`config.mk`:
```
export PLATFORM = sky130hd
export DESIGN_NAME = rmq_front
export DESIGN_NICKNAME = d
export VERILOG_FILES = /design/src/rmq_pkg.sv /design/src/rmq_front.sv
export SDC_FILE = /design/constraint.sdc
export NUM_CORES = 1
export LEC_CHECK = 0
export BUFFER_PORTS_ARGS = -buffer_cell sky130_fd_sc_hd__buf_4
export CAP_MARGIN = 20
export CORE_MARGIN = 2
export CORE_UTILIZATION = 34
export CTS_BUF_LIST = sky130_fd_sc_hd__clkbuf_8 sky130_fd_sc_hd__clkbuf_16
export DETAILED_ROUTE_END_ITERATION = 7
export HOLD_SLACK_MARGIN = 0.05
export PLACE_DENSITY = 0.61
export SYNTH_ARGS = -nofsm -noshare
export SYNTH_HDL_FRONTEND = slang
export SYNTH_SLANG_ARGS = --single-unit
```
`constraint.sdc`:
```
create_clock -name clk -period 8.4 [get_ports clk]
set_input_delay 1.68 -clock clk [delete_from_list [all_inputs] [get_ports clk]]
set_output_delay 1.68 -clock clk [all_outputs]
set_load 0.1 [all_outputs]
```
`src/rmq_pkg.sv`:
```
// Shared types, constants and width helpers for the rotation-matrix-to-quaternion block
package rmq_pkg;

  localparam int DATA_W        = 32;
  localparam int FRAC_BITS_DEF = 30;
  localparam int NUM_W         = 34;
  localparam int MAG_W         = 33;
  localparam int QUO_W         = 34;
  localparam int LANES         = 3;
  localparam int ELEMS         = 9;

  typedef enum logic [1:0] {
    CASE_TRACE = 2'd0,
    CASE_X     = 2'd1,
    CASE_Y     = 2'd2,
    CASE_Z     = 2'd3
  } case_t;

  typedef logic signed [DATA_W-1:0] data_t;
  typedef logic signed [NUM_W-1:0]  num_t;
  typedef logic [QUO_W-1:0]         quo_t;

  typedef struct packed {
    case_t                  cs;
    logic                   degen;
    num_t [LANES-1:0]       num;
  } tag_t;

  typedef struct packed {
    case_t                  cs;
    logic                   degen;
    logic [LANES-1:0]       neg;
    logic [LANES-1:0]       nz;
    logic [LANES-1:0]       ovf;
  } side_t;

  localparam data_t OUT_MAX = {1'b0, {(DATA_W-1){1'b1}}};
  localparam data_t OUT_MIN = {1'b1, {(DATA_W-1){1'b0}}};

  // radicand width: holds three elements plus one
  function automatic int rad_w(int fb);
    return (fb > 32) ? fb + 2 : 35;
  endfunction

  // root width: half of the scaled radicand, rounded up
  function automatic int root_w(int fb);
    return (rad_w(fb) + fb + 1) >> 1;
  endfunction

endpackage

```
`src/rmq_front.sv`:
```
// Case selection, radicand and numerator formation
module rmq_front import rmq_pkg::*; #(
  parameter int FRAC_BITS = FRAC_BITS_DEF,
  parameter int RW        = rad_w(FRAC_BITS)
) (
  input  logic               clk,
  input  logic               rst,
  input  logic               en,
  input  logic               in_valid,
  input  data_t [ELEMS-1:0]  elem,
  output logic               valid,
  output logic [RW-1:0]      rad,
  output tag_t               tag
);

  localparam logic signed [RW:0] ONE = (RW+1)'(1) << FRAC_BITS;

  logic signed [RW:0] e00, e11, e22, trace, rs;
  num_t               a01, a02, a10, a12, a20, a21;
  case_t              cs;
  tag_t               tag_next;

  always_comb begin
    e00 = (RW+1)'(elem[0]);
    e11 = (RW+1)'(elem[4]);
    e22 = (RW+1)'(elem[8]);
    a01 = num_t'(elem[1]);
    a02 = num_t'(elem[2]);
    a10 = num_t'(elem[3]);
    a12 = num_t'(elem[5]);
    a20 = num_t'(elem[6]);
    a21 = num_t'(elem[7]);
    trace = e00 + e11 + e22;
    if (trace > 0) begin
      cs = CASE_TRACE;
    end else if (elem[0] > elem[4] && elem[0] > elem[8]) begin
      cs = CASE_X;
    end else if (elem[4] > elem[8]) begin
      cs = CASE_Y;
    end else begin
      cs = CASE_Z;
    end
    tag_next.cs = cs;
    case (cs)
      CASE_TRACE: begin
        rs = trace + ONE;
        tag_next.num[0] = a21 - a12;
        tag_next.num[1] = a02 - a20;
        tag_next.num[2] = a10 - a01;
      end
      CASE_X: begin
        rs = ONE + e00 - e11 - e22;
        tag_next.num[0] = a01 + a10;
        tag_next.num[1] = a02 + a20;
        tag_next.num[2] = a21 - a12;
      end
      CASE_Y: begin
        rs = ONE + e11 - e00 - e22;
        tag_next.num[0] = a01 + a10;
        tag_next.num[1] = a12 + a21;
        tag_next.num[2] = a02 - a20;
      end
      default: begin
        rs = ONE + e22 - e00 - e11;
        tag_next.num[0] = a02 + a20;
        tag_next.num[1] = a12 + a21;
        tag_next.num[2] = a10 - a01;
      end
    endcase
    tag_next.degen = rs[RW] || (rs == '0);
  end

  always_ff @(posedge clk) begin
    if (rst) begin
      valid <= 1'b0;
    end else if (en) begin
      valid <= in_valid;
    end
    if (en) begin
      rad <= rs[RW] ? '0 : rs[RW-1:0];
      tag <= tag_next;
    end
  end

endmodule

```
; After elaboration in Yosys (flattened, before gate mapping)
; Index checks and enable logic that the tools add are counted.
[op_classes]
mux = 5
order_cmp = 4
addsub = 18
eq_ne = 2
n_reduce_logical = 4
[op_table]
columns = cell, count
row1 = case mux 102 bit (3 select lines), 1
row2 = adder 32 x 32 -> 33 bit, 4
row3 = case mux 36 bit (3 select lines), 1
row4 = subtractor 34 x 32 -> 35 bit, 3
row5 = subtractor 33 x 32 -> 34 bit, 3
row6 = "adder 32 x 32 -> 33 bit, first input constant", 3
row7 = subtractor 32 x 32 -> 33 bit, 3
row8 = > comparator 32 bit, 3
row9 = logical NOT 36 bit, 1
row10 = "adder 34 x 32 -> 35 bit, second input constant", 1
row11 = adder 33 x 32 -> 34 bit, 1
row12 = "> comparator 34 x 1 -> 1 bit, second input constant", 1
row13 = two-way mux 2 bit, 2
row14 = "equality test 2 x 1 -> 1 bit, second input constant", 1
row15 = "equality test 2 bit, second input constant", 1
row16 = logical NOT 2 bit, 1
row17 = logical AND 1 bit, 1
row18 = logical OR 1 bit, 1
row19 = two-way mux 1 bit, 1
[word_totals]
in_bits = 292
ff_bits = 141

; Depth between registers and ports, before layout
; Gate-level depths: netlist of run 1.
[logic_depth]
depth_word = 8
mapped_depth = 28
ltp_nobuf = 26

; Worst setup path after synthesis of run 1
; No wires, ideal clock.
[synth_path]
path_kind = input to register
start = input port elem[1] (netlist name)
end = register rad[15], data pin
arrival_ns = 7.348
stages = 25
setup_slack_ns = 0.787
required_ns = 8.135
setup_ns = 0.265
cell_sequence = fa_1 ha_1 fa_1 a211oi_2 o21ai_1 and4_1 o31ai_1 a211oi_1 o21ai_0 a21oi_1 nor2_1 xor2_1 ha_1 nor4b_1 o2111ai_1 nor4b_1 nand4b_1 or4_4 nor4_4 nand4_2 a21oi_2 a221oi_1 a31oi_2 buf_2 nor2_1
[synth_via]
elab_chain_cells = 6
elab_cells_between_ends = 20
cone_classes = add/sub (10) / order compare (3) / eq/ne (2) / mux (3) / reduce/logical (2)
[synth_lines]
columns = element, line_no
row1 = "start, declared", rmq_front.sv:10  ; input data_t [ELEMS-1:0] elem,
row2 = adder 32 x 32 -> 33 bit or > comparator 32 bit (tied branches), "rmq_front.sv:33, rmq_front.sv:36"
row3 = adder 33 x 32 -> 34 bit or logical AND 1 bit (tied branches), "rmq_front.sv:33, rmq_front.sv:36"
row4 = > comparator 34 x 1 -> 1 bit or two-way mux 2 bit (tied branches), "rmq_front.sv:34, rmq_front.sv:36"
row5 = two-way mux 2 bit, rmq_front.sv:34  ; if (trace > 0) begin
row6 = equality test 2 bit (tied with other cells), rmq_front.sv:44  ; case (cs)
row7 = case mux 36 bit (3 select lines) (*), rmq_front.sv:44
row8 = "end signal, assigned", rmq_front.sv:80  ; rad <= rs[RW] ? '0 : rs[RW-1:0];
row9 = "end, declared", rmq_front.sv:12  ; output logic [RW-1:0] rad,
; Mark *: on every way between the ends. The rest lies on a longest branch, timed or not.
; A chain may end at the register's enable or synchronous reset.

==> insert_results.sql, run 1 <==
INSERT INTO impl_metrics (metric_group, metric, value, unit) VALUES
('status', 'outcome', 'finished clean', ''),
('timing', 'tightestPinTransition', '1120', 'ps'),
('synth', 'yosys.area.top_type_share', '24.4', '%'),
('clock_tree', 'clock-sinks', '138', ''),
('die', 'die_height', '306', 'um'),
('setup_path', 'crit_fanout', '13', ''),
('synth', 'synth_async_sr_flop_share', '0', '%'),
('die', 'die_area', '93700', 'sq um'),
('timing', 'clock.fmax', '125', 'MHz'),
('timing', 'setup_violations', '0', ''),
('grt', 'first_global_vias', '28600', ''),
('layout', 'layout.cells.most_common_list', '604 x ha_1, 517 x buf_4, 400 x inv_1', ''),
('setup_path', 'crit_family', 'simple AND/OR/NAND/NOR gates', ''),
('route', 'drtAntennaViolNets', '0', ''),
('clock_tree', 'cts-hold-fix-buffers', '0', ''),
('flow_run', 'max_cap_violation_count', '0', ''),
('setup_path', 'setup.worst_path.start_class', 'input pin', ''),
('setup_path', 'timing.critical_path.to_type', 'flop', ''),
('timing', 'fin_tns_setup', '0', 'ps'),
('timing', 'fin_crit_sh', '95.3', '%'),
('die', 'num_io_pins', '433', ''),
('layout', 'layout-area-overhead-vs-synth', '18.3', '%'),
('grt', 'grt.busiest_layer', 'met2', ''),
('synth', 'yosys_synthesis_warning_count', '0', ''),
('synth', 'synth_seq_area_share', '13.3', '%'),
('worst_hold_path', 'hold_path.class', 'reg2reg', ''),
('setup_path', 'worst-setup-path-type', 'in2reg', ''),
('placed_design', 'dp_hpwl', '107000', 'um'),
('synth', 'yosysTopAreaCell', 'ha_1', ''),
('setup_path', 'timing.rr.start', 'valid', ''),
('worst_hold_path', 'min_to', 'valid', ''),
('placed_design', 'placed_cell_area', '36100', 'sq um'),
('route', 'drc', '0', ''),
('timing', 'max-slew-margin-rel', '25.0', '%'),
('setup_path', 'critical-path-slowest-cell', 'fa_1', ''),
('timing', 'final.setup_skew', '0', 'ps'),
('clock_tree', 'htree_levels', '4', ''),
('timing', 'finalCriticalPeriod', '8000', 'ps'),
('setup_path', 'r2r_endpoint', 'valid', ''),
('layout', 'final_nets', '5212', ''),
('setup_path', 'worst_path_largest_cell_delay', '470', 'ps'),
('synth', 'netlist_instances', '3748', ''),
('grt', 'global_route_wire_length_before_repair', '184000', 'um'),
('synth', 'syn_area_per_cell', '8.28', 'sq um'),
('die', 'floorplan.initialDensity', '34.4', '%'),
('synth', 'post_synth_main_area_contributors', 'ha_1 24%, edfxtp_1 13%, fa_1 9.8%, xnor2_1 5.2%, inv_1 4.8%', ''),
('layout', 'final_cell_area', '36700', 'sq um'),
('grt', 'gr-total-overflow', '0', ''),
('grt', 'met3_routing_resource_usage_after_global_routing', '3.35', '%'),
('worst_hold_path', 'min_from', 'valid', ''),
('route', 'vias_per_cell', '5.53', ''),
('clock_tree', 'worst_skew_pair.late_latency', '480', 'ps'),
('route', 'dr_total_vias', '29600', ''),
('grt', 'globalRouteMet2Util', '44.7', '%'),
('placed_design', 'numPlacedInstances', '5321', ''),
('die', 'core_area', '90300', 'sq um'),
('grt', 'largest_net_degree_at_the_start_of_global_routing', '84', ''),
('synth', 'synth_ff_type', 'edfxtp_1', ''),
('placed_design', 'place_congestion', '1.01', ''),
('route', 'first_pass_iters', '6', ''),
('synth', 'synth_cell_type_count', '92', ''),
('setup_path', 'worstPathRequired', '8740', 'ps'),
('timing', 'final-hold-violation-count', '0', ''),
('timing', 'holdWs', '500', 'ps'),
('setup_path', 'critical_path_buf_inv_count', '2', ''),
('power_and_ir_drop', 'vdd_drop_max', '0.228', 'mV'),
('timing', 'drv_slew', '0', ''),
('setup_path', 'r2r_slack', '7820', 'ps'),
('die', 'die_x', '306', 'um'),
('synth', 'number_of_enable_flip_flop_cells_after_synthesis', '137', ''),
('route', 'routed_wire_length', '125000', 'um');
## how the worst max path moves through the flow
| stage | to | slack (ps) | start |
|---|---|---|---|
| finish | tag[102] | 400 | elem[0] |
| global route | tag[102] | 3 | elem[20] |
| CTS | tag[102] | 370 | elem[0] |
| detailed placement | tag[102] | -120 | elem[1] |
| global placement | tag[102] | -40 | elem[0] |
| floorplan | rad[15] | 790 | elem[1] |
## registers in the layout (all words and copies together) (netlist names)
name and cells:
valid 1, rad 35, tag 102
## metrics by stage
step / setup slack [ps] / util [%]
2_1_floorplan: 787 / -
3_3_place_gp: -35.5 / 40.0
3_5_place_dp: -123 / 40.0
4_1_cts: 366 / 40.6
5_1_grt: 3.04 / 40.6
6_report: 399 / 40.7
## report_power, final
group | internal (mW) | switching [mW] | leakage (nW)
Sequential | 1.06 | 0.193 | 1.34
Clock | 0.474 | 0.381 | 0.298
Combinational | 1.90 | 4.23 | 15.5
## what timing repair did
| item | CTS | global route |
|---|---|---|
| endpoints found under the setup margin | 0 | 1 |
| hold endpoints to repair | 0 | 0 |
| buffers inserted | 0 | 0 |
| resized for setup | 0 | 1 |
## cell type report
type | count | area, sq um
inverters | 401 | 1510
well taps | 1176 | 1470
multi-input cells | 3082 | 25000
clock inverters | 15 | 188
diodes | 3 | 7.51
repair buffers | 524 | 4010
flip-flops and latches | 138 | 4130
fillers | 9322 | 53600
clock buffers | 17 | 425
## worst min-delay path, stage by stage, from the launching register on
cell	delay (ps)
dfxtp_1	330
mux2i_1	70
nor2_1	70
## layer usage
layer	wire [um]	part of all wire [%]	vias up
li1	-	-	14100
met1	53800	43	14200
met2	59400	47	1178
met3	8720	7.0	140
met4	3260	2.6	2
met5	13	0.010	-
## synth_stat cells, types with 17 or more instances
library cell / instances
o211ai_1: 50
and2_1: 32
a31oi_1: 43
nor4_1: 32
or3_1: 31
o21bai_1: 47
o31ai_1: 17
edfxtp_1: 137
a211oi_1: 48
and3_1: 28
o221ai_1: 31
nand2b_1: 50
o21a_1: 37
mux2i_1: 20
nor2b_1: 53
nor2_1: 309
xnor2_1: 183
a21oi_1: 296
fa_1: 152
nand3_1: 70
a21o_1: 63
a22oi_1: 19
o21ai_0: 188
ha_1: 604
nand2_1: 205
xor2_1: 72
inv_1: 399
clkbuf_1: 97
nor3_1: 109
## logic make-up after synthesis
| group | count (synthesis) | synth area share [%] |
|---|---|---|
| flip-flops | 138 | 13.3 |
| other | 1 | 0.0121 |
| XOR/XNOR | 255 | 7.20 |
| buffers and inverters | 528 | 6.53 |
| multiplexers | 27 | 0.899 |
| AO/OA/AOI/OAI | 1038 | 22.1 |
| AND/OR/NAND/NOR | 1005 | 15.8 |
| adder cells (fa/ha/maj) | 756 | 34.2 |
(Power assumes the default switching activity.)
==> inputs of run 2 (changes only) <==
BUFFER_PORTS_ARGS = unset   (was -buffer_cell sky130_fd_sc_hd__buf_4)
DONT_BUFFER_PORTS = 1   (was unset)
PLACE_DENSITY = 0.57   (was 0.61)
==> run 2 against run 1 <==
Sequential share of layout area grew 1.1 points; register-to-register slack lost 700 ps; first-iteration DRC count shrank 25%; cell area shrank 8.6%; critical path depth shrank 1; sequential power grew 110%; global-route usage shrank 0.43 points; core utilization shrank 3.5 points; maximum frequency grew 1.4%; critical endpoint unchanged; largest power group unchanged; highest routed layer is now met4.
==> insert_results.sql, run 2 (same netlist as run 1, synthesis figures left out) <==
INSERT INTO impl_metrics (metric_group, metric, value, unit) VALUES
('clock_tree', 'tritoncts', 'done', ''),
('setup_path', 'timing.rr.start', 'valid', ''),
('clock_tree', 'clkSlewWorstSetupHoldPaths', '80', 'ps'),
('die', 'die_area', '93700', 'sq um'),
('timing', 'final-hold-violation-count', '0', ''),
('status', 'outcome', 'finished clean', ''),
('power_and_ir_drop', 'power_density', '233', 'nW/um^2'),
('layout', 'nFillCells', '9421', ''),
('grt', 'initial_antenna_violation_count', '1', ''),
('timing', 'max-slew-margin-rel', '23.6', '%'),
('clock_tree', 'htree_levels', '4', ''),
('clock_tree', 'worst_skew_pair.late_latency', '490', 'ps'),
('layout', 'layout-area-overhead-vs-synth', '8.15', '%'),
('setup_path', 'worstPathRequired', '8780', 'ps'),
('clock_tree', 'cts-hold-fix-buffers', '0', ''),
('route', 'initialDrtViolationCount', '2319', ''),
('die', 'core_area', '90300', 'sq um'),
('timing', 'fin_tns_setup', '0', 'ps'),
('timing', 'grt_setup_unrepaired', 'no', ''),
('layout', 'registers.top_by_ff_count', 'tag', ''),
('route', 'vias_per_cell', '5.60', ''),
('clock_tree', 'ctsLongestPathBuffers', '2', ''),
('die', 'num_io_pins', '433', ''),
('setup_path', 'worst_path_largest_cell_delay', '490', 'ps'),
('grt', 'largest_net_degree_at_the_start_of_global_routing', '139', ''),
('setup_path', 'cp.arrival', '8270', 'ps'),
('layout', 'layout.cells.most_common_list', '604 x ha_1, 400 x inv_1, 306 x nor2_1', ''),
('route', 'post_drt_wl_per_cell', '25.1', 'um'),
('power_and_ir_drop', 'total_leakage_power', '15.1', 'nW'),
('placed_design', 'place_congestion', '1.00', ''),
('setup_path', 'timing.critical_path.to_type', 'flop', ''),
('timing', 'tightestPinTransition', '1150', 'ps'),
('layout', 'antenna_cells_inserted', '0', ''),
('placed_design', 'numPortBuffers', '0', ''),
('placed_design', 'preCtsSetupSlack', '15.0', 'ps'),
('layout', 'regs_by_ff_count', 'tag (102), rad (35), valid (1)', ''),
('route', 'routed_wire_length', '123000', 'um'),
('grt', 'gr-total-overflow', '0', ''),
('placed_design', 'placed_cell_area', '32900', 'sq um'),
('placed_design', 'dp_hpwl', '104000', 'um'),
('timing', 'setup_violations', '0', ''),
('die', 'floorplan.initialDensity', '34.4', '%'),
('route', 'drtAntennaViolNets', '0', ''),
('setup_path', 'critical-path-slowest-cell', 'fa_1', ''),
('grt', 'global_route_wire_length_before_repair', '180000', 'um'),
('layout', 'post_route_cells_drive_above_1_share', '4.70', '%'),
('placed_design', 'numPlacedInstances', '4885', ''),
('setup_path', 'r2r_endpoint', 'valid', ''),
('timing', 'finalWorstSetupSlack', '511', 'ps'),
('route', 'first_pass_iters', '7', ''),
('clock_tree', 'tritoncts.num_buffers', '17', ''),
('timing', 'holdWs', '1000', 'ps'),
('setup_path', 'r2r_slack', '7120', 'ps'),
('setup_path', 'crit_fanout', '8', ''),
('flow_run', 'max_cap_violation_count', '0', ''),
('timing', 'clock.fmax', '127', 'MHz'),
('grt', 'groute.usage.overall', '25.7', '%'),
('clock_tree', 'clock-sinks', '138', ''),
('setup_path', 'crit_cells', '27', ''),
('timing', 'final.setup_skew', '0', 'ps'),
('setup_path', 'timing.critical_path.to', 'tag[102]', ''),
('clock_tree', 'cts_setup_buffers', '0', ''),
('setup_path', 'setup.worst_path.start_class', 'input pin', ''),
('timing', 'finalCriticalPeriod', '7890', 'ps'),
('setup_path', 'critPathLaunch', 'elem[0]', ''),
('setup_path', 'crit_family', 'simple AND/OR/NAND/NOR gates', ''),
('setup_path', 'worst-setup-path-type', 'in2reg', ''),
('worst_hold_path', 'hold_path.class', 'reg2reg', ''),
('layout', 'mostFrequentLayoutCell', 'ha_1', ''),
('layout', 'fin_util', '37.2', '%'),
('timing', 'fin_crit_sh', '93.9', '%'),
('setup_path', 'critical_path_buf_inv_count', '1', ''),
('die', 'num_rows', '110', ''),
('timing', 'drv_slew', '0', ''),
('grt', 'first_global_vias', '27200', ''),
('power_and_ir_drop', 'vdd_drop_max', '0.147', 'mV'),
('die', 'die_height', '306', 'um'),
('setup_path', 'reg2reg_depth', '2', ''),
('route', 'dr_total_vias', '27500', ''),
('die', 'die_x', '306', 'um'),
('layout', 'final_nets', '4777', ''),
('layout', 'number_of_flip_flops_under_the_largest_register_name', '102', ''),
('power_and_ir_drop', 'post-layout-total-power', '7.82', 'mW'),
('layout', 'finalNonFillerCells', '4918', ''),
('clock_tree', 'cts_root_buffer', 'clkbuf_16', ''),
('layout', 'final_cell_area', '33600', 'sq um'),
('route', 'drc', '0', '');
run 2: cell types whose count changed in the layout (fill, tap and decap cells not counted), moves of 3 or more:
cell / change
buf_16: +3
inv_6: -4
clkinv_4: +4
buf_12: +5
buf_4: -442
diode_2: -3
run 2: worst reg2reg max path, cell delays in order (launching register included):
cell and delay [ps]:
dfxtp_1 960, mux2i_1 150, nor2_1 110
run 2: layout make-up:
type	instances	area [sq um]	area share, %
flip-flops and latches	138	4130	12.3
inverters	401	1510	4.48
well taps	1176	1470	4.38
clock buffers	17	425	1.27
clock inverters	15	190	0.567
repair buffers	89	866	2.58
multi-input cells	3082	25000	74.4
run 2: how the worst min path moves through the flow:
stage / start / endpoint / slack (ps) / cells past startpoint
after global placement: valid / valid / 990 / 2
after CTS: valid / valid / 1010 / 2
after floorplan: valid / valid / 970 / 2
final: valid / valid / 1000 / 2
after global routing: valid / valid / 1050 / 2
after detailed placement: valid / valid / 1000 / 2
run 2: timing repair:
action                                  4_1_cts  5_1_grt
resized for setup                             0        1
endpoints found under the setup margin        0        1
endpoints found under the hold margin         0        0
run 2: power by group:
| part | total (mW) | leakage [nW] | internal (mW) | switching, mW |
|---|---|---|---|---|
| Combinational | 4.28 | 13.4 | 1.62 | 2.66 |
| Sequential | 2.68 | 1.34 | 1.07 | 1.61 |
| Clock | 0.858 | 0.309 | 0.473 | 0.384 |
run 2: per-layer routing:
metal | global-route usage [%] | vias up | wire length [um]
met1 | 30.6 | 13200 | 49200
li1 | - | 13200 | -
met2 | 43.8 | 985 | 58000
met3 | 9.23 | 158 | 12400
met5 | 0 | - | 0
met4 | 6.93 | 0 | 3600
